[src/design/assert_macros.svh]
// Assertion macros used by the top-level design file.
`ifndef ASSERT_MACROS_SVH
`define ASSERT_MACROS_SVH

// Checked on every rising edge outside of reset.
`define ASSERT_CLK(lbl, clk, rst_n, prop) \
    lbl: assert property (@(posedge clk) disable iff (!rst_n) (prop)) \
        else $error("assertion failed");

// Checked on every rising edge, reset included.
`define ASSERT_ALWAYS(lbl, clk, prop) \
    lbl: assert property (@(posedge clk) (prop)) else $error("assertion failed");

`endif

[src/design/dqc_pkg.sv]
// Shared types and constants of the dual quadrature counter.
`timescale 1ns / 1ps

package dqc_pkg;

    localparam int DEF_COUNT_WIDTH = 32;
    localparam int DEF_CHANNELS    = 2;
    localparam int VAL_WIDTH       = 32;
    localparam int CFG_IDX_WIDTH   = 2;
    localparam int QUEUE_DEPTH     = 2;
    localparam int STEP_DOWN       = -1;

    typedef enum logic [CFG_IDX_WIDTH-1:0] {
        REG_INVERT_0     = 2'd0,
        REG_INVERT_1     = 2'd1,
        REG_STOP_VALUE_0 = 2'd2,
        REG_STOP_VALUE_1 = 2'd3
    } t_reg_idx;

    typedef enum logic [1:0] {
        CMD_NOP,
        CMD_EDGE,
        CMD_PRESET
    } t_cmd_kind;

    typedef struct packed {
        t_cmd_kind                    kind;
        logic                         ch;
        logic                         up;
        logic signed [VAL_WIDTH-1:0]  preset_0;
        logic signed [VAL_WIDTH-1:0]  preset_1;
    } t_cmd;

    typedef struct packed {
        logic full;
        logic empty;
    } t_q_status;

endpackage

[src/design/dqc_front.sv]
// Front end: classifies each input item into a counter command.
`timescale 1ns / 1ps

module dqc_front
    import dqc_pkg::*;
#(
    parameter int CHANNELS = DEF_CHANNELS
) (
    input  logic                        i_op,
    input  logic                        i_channel,
    input  logic                        i_edge_on_b,
    input  logic                        i_level_a,
    input  logic                        i_level_b,
    input  logic signed [VAL_WIDTH-1:0] i_preset_0,
    input  logic signed [VAL_WIDTH-1:0] i_preset_1,
    input  logic [1:0]                  i_invert,
    output t_cmd                        o_cmd
);

    logic w_inv;

    always_comb begin
        w_inv          = i_channel ? i_invert[1] : i_invert[0];
        o_cmd.ch       = i_channel;
        o_cmd.up       = (i_level_a == i_level_b) ^ w_inv ^ i_edge_on_b;
        o_cmd.preset_0 = i_preset_0;
        o_cmd.preset_1 = i_preset_1;
        if (i_op) begin
            o_cmd.kind = CMD_PRESET;
        end else if (int'(i_channel) < CHANNELS) begin
            o_cmd.kind = CMD_EDGE;
        end else begin
            o_cmd.kind = CMD_NOP;
        end
    end

endmodule

[src/design/dqc_queue.sv]
// Short command queue between the front end and the counter back end.
`timescale 1ns / 1ps

module dqc_queue
    import dqc_pkg::*;
(
    input  logic      i_clk,
    input  logic      i_rst_n,
    input  logic      i_push,
    input  t_cmd      i_cmd,
    input  logic      i_pop,
    output t_cmd      o_cmd,
    output t_q_status o_status
);

    localparam int PTR_W = (QUEUE_DEPTH > 1) ? $clog2(QUEUE_DEPTH) : 1;

    t_cmd             r_mem [QUEUE_DEPTH];
    logic [PTR_W-1:0] r_wr_ptr;
    logic [PTR_W-1:0] r_rd_ptr;
    logic [PTR_W:0]   r_fill;
    logic [PTR_W:0]   n_fill;

    always_comb begin
        n_fill = r_fill;
        if (i_push && !i_pop) begin
            n_fill = r_fill + 1'b1;
        end else if (!i_push && i_pop) begin
            n_fill = r_fill - 1'b1;
        end
    end

    always_ff @(posedge i_clk) begin
        if (!i_rst_n) begin
            r_wr_ptr <= '0;
            r_rd_ptr <= '0;
            r_fill   <= '0;
        end else begin
            r_fill <= n_fill;
            if (i_push) begin
                r_wr_ptr <= r_wr_ptr + 1'b1;
            end
            if (i_pop) begin
                r_rd_ptr <= r_rd_ptr + 1'b1;
            end
        end
    end

    always_ff @(posedge i_clk) begin
        if (i_push) begin
            r_mem[r_wr_ptr] <= i_cmd;
        end
    end

    assign o_cmd          = r_mem[r_rd_ptr];
    assign o_status.full  = (r_fill == (PTR_W + 1)'(QUEUE_DEPTH));
    assign o_status.empty = (r_fill == '0);

endmodule

[src/design/dqc_back.sv]
// Back end: applies commands to the position counts and holds the result.
`timescale 1ns / 1ps

module dqc_back
    import dqc_pkg::*;
#(
    parameter int COUNT_WIDTH = DEF_COUNT_WIDTH,
    parameter int CHANNELS    = DEF_CHANNELS
) (
    input  logic                        i_clk,
    input  logic                        i_rst_n,
    input  t_cmd                        i_cmd,
    input  logic                        i_cmd_avail,
    output logic                        o_pop,
    input  logic signed [VAL_WIDTH-1:0] i_stop_value_0,
    input  logic signed [VAL_WIDTH-1:0] i_stop_value_1,
    output logic                        o_out_valid,
    input  logic                        i_out_stall,
    output logic [VAL_WIDTH-1:0]        o_count_0,
    output logic [VAL_WIDTH-1:0]        o_count_1,
    output logic                        o_stop_hit_0,
    output logic                        o_stop_hit_1
);

    localparam int NUM_CNT = (CHANNELS > 1) ? 2 : 1;
    localparam logic [COUNT_WIDTH-1:0] STEP_UP_C   = COUNT_WIDTH'(1);
    localparam logic [COUNT_WIDTH-1:0] STEP_DOWN_C = COUNT_WIDTH'(STEP_DOWN);

    logic [COUNT_WIDTH-1:0] r_count [NUM_CNT];
    logic [COUNT_WIDTH-1:0] n_count [NUM_CNT];
    logic [COUNT_WIDTH-1:0] w_stop  [NUM_CNT];
    logic [NUM_CNT-1:0]     r_hit;
    logic [NUM_CNT-1:0]     n_hit;
    logic                   r_out_valid;

    assign o_pop = i_cmd_avail && (!r_out_valid || !i_out_stall);

    always_comb begin
        for (int i = 0; i < NUM_CNT; i++) begin
            w_stop[i]  = (i == 0) ? COUNT_WIDTH'(i_stop_value_0)
                                  : COUNT_WIDTH'(i_stop_value_1);
            n_count[i] = r_count[i];
            n_hit[i]   = 1'b0;
            case (i_cmd.kind)
                CMD_PRESET: begin
                    n_count[i] = (i == 0) ? COUNT_WIDTH'(i_cmd.preset_0)
                                          : COUNT_WIDTH'(i_cmd.preset_1);
                end
                CMD_EDGE: begin
                    if (i_cmd.ch == 1'(i)) begin
                        n_count[i] = r_count[i] + (i_cmd.up ? STEP_UP_C : STEP_DOWN_C);
                        n_hit[i]   = (n_count[i] == w_stop[i]);
                    end
                end
                default: begin
                    n_count[i] = r_count[i];
                end
            endcase
        end
    end

    always_ff @(posedge i_clk) begin
        if (!i_rst_n) begin
            r_out_valid <= 1'b0;
            for (int i = 0; i < NUM_CNT; i++) begin
                r_count[i] <= '0;
            end
        end else begin
            if (o_pop) begin
                r_out_valid <= 1'b1;
                for (int i = 0; i < NUM_CNT; i++) begin
                    r_count[i] <= n_count[i];
                end
            end else if (!i_out_stall) begin
                r_out_valid <= 1'b0;
            end
        end
    end

    always_ff @(posedge i_clk) begin
        if (o_pop) begin
            r_hit <= n_hit;
        end
    end

    assign o_out_valid  = r_out_valid;
    assign o_count_0    = VAL_WIDTH'(r_count[0]);
    assign o_count_1    = (NUM_CNT > 1) ? VAL_WIDTH'(r_count[NUM_CNT-1]) : '0;
    assign o_stop_hit_0 = r_hit[0];
    assign o_stop_hit_1 = (NUM_CNT > 1) ? r_hit[NUM_CNT-1] : 1'b0;

endmodule

[src/design/dual_quadrature_counter_top.sv]
// Top level of the dual quadrature counter with configuration registers.
// Two x4 quadrature position counters. Each transfer on the input channel is
// either an edge event for one channel or a preset of both counts, and yields
// exactly one result carrying both counts and the two stop flags. The block
// takes one transfer per clock cycle while the queue is not full: the front
// end classifies the item into the two-entry command queue, and the back end
// applies it with one count add/compare per cycle, unless the output stalls,
// into the output register. Configuration is written through a plain write
// port, only while the block is idle; the user, not the block, ensures this.
`timescale 1ns / 1ps
`include "assert_macros.svh"

module dual_quadrature_counter_top
    import dqc_pkg::*;
#(
    parameter int COUNT_WIDTH = DEF_COUNT_WIDTH,
    parameter int CHANNELS    = DEF_CHANNELS
) (
    input  logic                        i_clk,
    input  logic                        i_rst_n,
    input  logic                        i_cfg_we,
    input  logic [CFG_IDX_WIDTH-1:0]    i_cfg_index,
    input  logic [VAL_WIDTH-1:0]        i_cfg_data,
    input  logic                        i_in_valid,
    output logic                        o_in_stall,
    input  logic                        i_op,
    input  logic                        i_channel,
    input  logic                        i_edge_on_b,
    input  logic                        i_level_a,
    input  logic                        i_level_b,
    input  logic signed [VAL_WIDTH-1:0] i_preset_0,
    input  logic signed [VAL_WIDTH-1:0] i_preset_1,
    output logic                        o_out_valid,
    input  logic                        i_out_stall,
    output logic signed [VAL_WIDTH-1:0] o_count_0,
    output logic signed [VAL_WIDTH-1:0] o_count_1,
    output logic                        o_stop_hit_0,
    output logic                        o_stop_hit_1
);

    logic [1:0]                  r_invert;
    logic signed [VAL_WIDTH-1:0] r_stop_value_0;
    logic signed [VAL_WIDTH-1:0] r_stop_value_1;
    t_cmd                        w_front_cmd;
    t_cmd                        w_queue_cmd;
    t_q_status                   w_q_status;
    logic                        w_push;
    logic                        w_pop;

    always_ff @(posedge i_clk) begin
        if (!i_rst_n) begin
            r_invert       <= '0;
            r_stop_value_0 <= '0;
            r_stop_value_1 <= '0;
        end else if (i_cfg_we) begin
            case (t_reg_idx'(i_cfg_index))
                REG_INVERT_0:     r_invert[0]    <= i_cfg_data[0];
                REG_INVERT_1:     r_invert[1]    <= i_cfg_data[0];
                REG_STOP_VALUE_0: r_stop_value_0 <= i_cfg_data;
                REG_STOP_VALUE_1: r_stop_value_1 <= i_cfg_data;
                default: begin
                    r_invert <= r_invert;
                end
            endcase
        end
    end

    assign o_in_stall = w_q_status.full;
    assign w_push     = i_in_valid && !w_q_status.full;

    dqc_front #(
        .CHANNELS (CHANNELS)
    ) u_front (
        .i_op        (i_op),
        .i_channel   (i_channel),
        .i_edge_on_b (i_edge_on_b),
        .i_level_a   (i_level_a),
        .i_level_b   (i_level_b),
        .i_preset_0  (i_preset_0),
        .i_preset_1  (i_preset_1),
        .i_invert    (r_invert),
        .o_cmd       (w_front_cmd)
    );

    dqc_queue u_queue (
        .i_clk    (i_clk),
        .i_rst_n  (i_rst_n),
        .i_push   (w_push),
        .i_cmd    (w_front_cmd),
        .i_pop    (w_pop),
        .o_cmd    (w_queue_cmd),
        .o_status (w_q_status)
    );

    dqc_back #(
        .COUNT_WIDTH (COUNT_WIDTH),
        .CHANNELS    (CHANNELS)
    ) u_back (
        .i_clk          (i_clk),
        .i_rst_n        (i_rst_n),
        .i_cmd          (w_queue_cmd),
        .i_cmd_avail    (!w_q_status.empty),
        .o_pop          (w_pop),
        .i_stop_value_0 (r_stop_value_0),
        .i_stop_value_1 (r_stop_value_1),
        .o_out_valid    (o_out_valid),
        .i_out_stall    (i_out_stall),
        .o_count_0      (o_count_0),
        .o_count_1      (o_count_1),
        .o_stop_hit_0   (o_stop_hit_0),
        .o_stop_hit_1   (o_stop_hit_1)
    );

    `ASSERT_ALWAYS(a_reset_clears_out, i_clk, !i_rst_n |=> !o_out_valid)
    `ASSERT_CLK(a_hits_exclusive, i_clk, i_rst_n, o_out_valid |-> !(o_stop_hit_0 && o_stop_hit_1))
    `ASSERT_CLK(a_queue_status, i_clk, i_rst_n, !(w_q_status.full && w_q_status.empty))
    `ASSERT_CLK(a_pop_needs_cmd, i_clk, i_rst_n, w_pop |-> !w_q_status.empty)

endmodule
[config.mk]
export PLATFORM = sky130hd
export DESIGN_NAME = dual_quadrature_counter_top
export DESIGN_NICKNAME = d
export VERILOG_FILES = /design/src/design/dqc_pkg.sv /design/src/design/dqc_front.sv /design/src/design/dqc_queue.sv /design/src/design/dqc_back.sv /design/src/design/dual_quadrature_counter_top.sv
export VERILOG_INCLUDE_DIRS = /design/src /design/src/design
export SDC_FILE = /design/constraint.sdc
export NUM_CORES = 1
export LEC_CHECK = 0
export ABC_CLOCK_PERIOD_IN_PS = 9800
export BUFFER_PORTS_ARGS = -buffer_cell sky130_fd_sc_hd__buf_2
export CAP_MARGIN = 10
export CORE_UTILIZATION = 50
export CTS_CLUSTER_DIAMETER = 80
export DETAILED_ROUTE_END_ITERATION = 16
export GPL_TIMING_DRIVEN = 0
export PLACE_DENSITY = 0.69
export SLEW_MARGIN = 0
export SYNTH_ARGS = -nofsm -noshare
export SYNTH_HDL_FRONTEND = slang
export SYNTH_SLANG_ARGS = --single-unit
[constraint.sdc]
create_clock -name i_clk -period 9.8 [get_ports i_clk]
set_input_delay 1.47 -clock i_clk [delete_from_list [all_inputs] [get_ports i_clk]]
set_output_delay 1.47 -clock i_clk [all_outputs]
set_load 0.01 [all_outputs]
==> flow_summary.json <==
{
  "setup_viol": 0,
  "cap_violations": 0,
  "drive_gt1_share_pct": 15.6,
  "cts_resized": 0,
  "clk_pin_slew_ns": 0.07,
  "vias": 12442,
  "io_pins": 176,
  "cts_tree": "yes",
  "cts_sinks": 274,
  "peakVddDrop_mv": 0.164,
  "ys_types": 86,
  "startpoint_type": "flop",
  "finClkSkew_ns": 0.0130,
  "end_kind": "flop",
  "power_density_nw_per_um2": 338,
  "area_delta_synth_final_pct": 15.6,
  "nets": 1878,
  "grt_max_degree": 38,
  "whs_endpoint": "r_stop_value_1[31]",
  "synth_area_um2": 15500,
  "n_antenna_cell": 0,
  "postRouteAntennaNets": 0,
  "r2r_cells": 15,
  "cp_data_arrival_time_ns": 5.29,
  "cts_hold_buf": 0,
  "rsz0062_at_grt": "no",
  "leakagePower_uw": 0.00683,
  "final_cell_mix": "202 x edfxtp_1, 188 x nand2_1, 181 x buf_2",
  "yosysWarnings": 0,
  "synthTopCellsByArea": "edfxtp_1 39%, dfxtp_1 9.3%, ha_1 5.6%, nand2_1 4.6%, xnor2_1 4.1%",
  "synthFlopType": "edfxtp_1",
  "rrSetupSlack_ns": 4.83,
  "dieArea_um2": 31700,
  "globalplace.congestion": 0.923,
  "wl_um": 44500,
  "cts_buffer_depth": 3,
  "wl_per_cell_um": 21.0,
  "tightestPinTransition_ns": 1.19,
  "regToRegEndpoint": "u_back.r_hit[1]",
  "hold_viol": 0,
  "multi_input_area_um2": 7600,
  "worstPathRequired_ns": 10.13,
  "ys_ff_latch": 274,
  "viasPerCell": 5.88,
  "gr-usage-all-layers_pct": 27.9,
  "hold-path-cell-count": 2,
  "fin_tns_setup_ns": 0,
  "min-delay-start": "r_stop_value_1[31]",
  "max_freq_ghz": 0.201,
  "hpwl_um": 34300,
  "core_area_um2": 30600,
  "slew_headroom_pct": 20.9,
  "synth-seq-area-share_pct": 48.4,
  "final_common_cell": "edfxtp_1",
  "overflow": 0,
  "dieHeight_um": 178,
  "holdCritPathClass": "reg2reg",
  "clock_latency_ns": 0.55,
  "start_util_pct": 50.7,
  "synth_area_per_cell_um2": 10.4,
  "htree_levels": 1,
  "syn_inst": 1487,
  "worst_hold_slack_ns": 0.480,
  "drc_errors": 0,
  "synth_top_area_share_pct": 39.1,
  "root_buffer": "clkbuf_16",
  "fin_cells": 2117,
  "setup.worst_path.class": "reg2reg",
  "antenna_found_initial": 0,
  "dr.pass1.iters": 5,
  "regArea_um2": 7510,
  "dieWidth_um": 178,
  "period_needed_ns": 4.97,
  "path_max_fanout": 31,
  "yosysTopAreaCell": "edfxtp_1",
  "synth_edf_count": 202,
  "dr.first_iter.drc_count": 903,
  "fp-row-count": 64,
  "post_cts_buffers": 0,
  "nFillCells": 2666,
  "final.period_utilization_pct": 50.7,
  "syn_nets": 1666,
  "synthArstFlopShare_pct": 0,
  "numCtsBuffers": 28,
  "drv_slew": 0,
  "io_buffer_count": 175,
  "outcome": "finished, final reports clean",
  "grt_pass1_wl_um": 66500,
  "dp_cells": 2065,
  "grt_pass1_vias": 11673
}
[registers in the layout, indices dropped and copies added (netlist names), named ones only]
signal and flops:
r_stop_value_0 32, r_invert 2, u_back.o_out_valid 1, u_back.r_count 64
u_queue.r_mem 136, u_queue.r_rd_ptr 1, u_queue.r_fill 2, r_stop_value_1 32
u_queue.r_wr_ptr 1, u_back.r_hit 2
[area by class of cell]
class | count | area share, %
multi-input cells | 1109 | 42.4
flip-flops and latches | 274 | 41.9
plain buffers | 81 | 1.86
inverters | 23 | 0.482
clock inverters | 15 | 0.538
repair buffers | 182 | 5.80
well taps | 396 | 2.77
clock buffers | 37 | 4.22
[power by group]
group	total [uW]	switching [uW]	internal, uW	leakage, uW
clock network	1010	444	566	0.000415
registers	1610	114	1500	0.00255
logic	3430	2120	1300	0.00386
total	6050	2680	3370	0.00683
[per-layer routing]
| layer | part of all wire, % | global-route usage [%] |
|---|---|---|
| met5 | 0 | 0 |
| met4 | 1.6 | 5.73 |
| met3 | 9.1 | 4.65 |
| met2 | 43 | 41.7 |
| met1 | 46 | 42.2 |
[how the worst max path moves through the flow]
stage,from,end,slack (ns),depth (start not counted)
after global placement,i_out_stall,u_back.r_count[0][19],2.75,4
after detailed placement,flop,u_back.r_hit[0],4.91,16
after floorplan,i_in_valid,u_queue.r_mem[0][0],4.90,2
after global routing,flop,u_back.r_hit[1],4.52,15
final,flop,u_back.r_hit[1],4.83,15
after CTS,flop,u_back.r_hit[1],4.87,15
[per-stage QoR]
stage / setup WS, ns / util (%) / cell area (um2) / power [uW]
5_1_grt: 4.52 / 58.6 / 17900 / 6440
3_3_place_gp: 2.75 / 55.2 / 16900 / 4920
4_1_cts: 4.87 / 58.6 / 17900 / 6020
6_report: 4.83 / 58.6 / 17900 / 6050
3_5_place_dp: 4.91 / 55.8 / 17100 / 4990
2_1_floorplan: 4.90 / - / 15500 / 4020
[worst max-delay path: stages, from the launching register on]
cell,delay (ns)
dfxtp_1,0.30
buf_2,0.19
mux2i_4,0.55
buf_12,0.26
ha_1,0.15
clkbuf_1,0.27
o21ai_0,0.14
a21oi_1,0.58
o311a_1,0.32
nor3_1,0.09
o21ai_1,0.52
a41oi_1,0.30
xnor3_1,0.26
nor4_1,0.20
nand4_1,0.17
nor4_1,0.43
[cell usage after synthesis, types with 5 or more instances]
library cell,instances
nand4_1,19
and3_1,9
ha_1,69
a31oi_1,7
a211oi_1,61
o21bai_1,6
xor2_1,41
inv_1,23
nand2b_1,12
nor2b_1,22
a21o_1,24
nor3b_1,6
a2111oi_0,5
a21oi_1,81
nand3_1,14
nor3_1,23
and2_1,8
o31ai_1,7
buf_1,8
dfxtp_1,72
xnor2_1,72
o211ai_1,8
o21a_1,12
nor2_1,123
edfxtp_1,202
a21boi_0,67
o21ai_1,7
nand3b_1,5
clkbuf_1,62
buf_2,6
mux2i_1,57
o21ai_0,48
nand2_1,189
xnor3_1,5
nor4_1,7
[logic make-up (layout without fill, tap and decap cells)]
logic type | after synthesis | in the layout | synth area share, %
AND/OR/NAND/NOR | 462 | 462 | 13.7
AO/OA/AOI/OAI | 394 | 394 | 17.8
flip-flops | 274 | 274 | 48.4
XOR/XNOR | 120 | 120 | 7.42
buffers and inverters | 104 | 338 | 2.71
adder cells (fa/ha/maj) | 71 | 71 | 5.83
multiplexers | 62 | 62 | 4.12
Power figures use the tool's default switching activity.
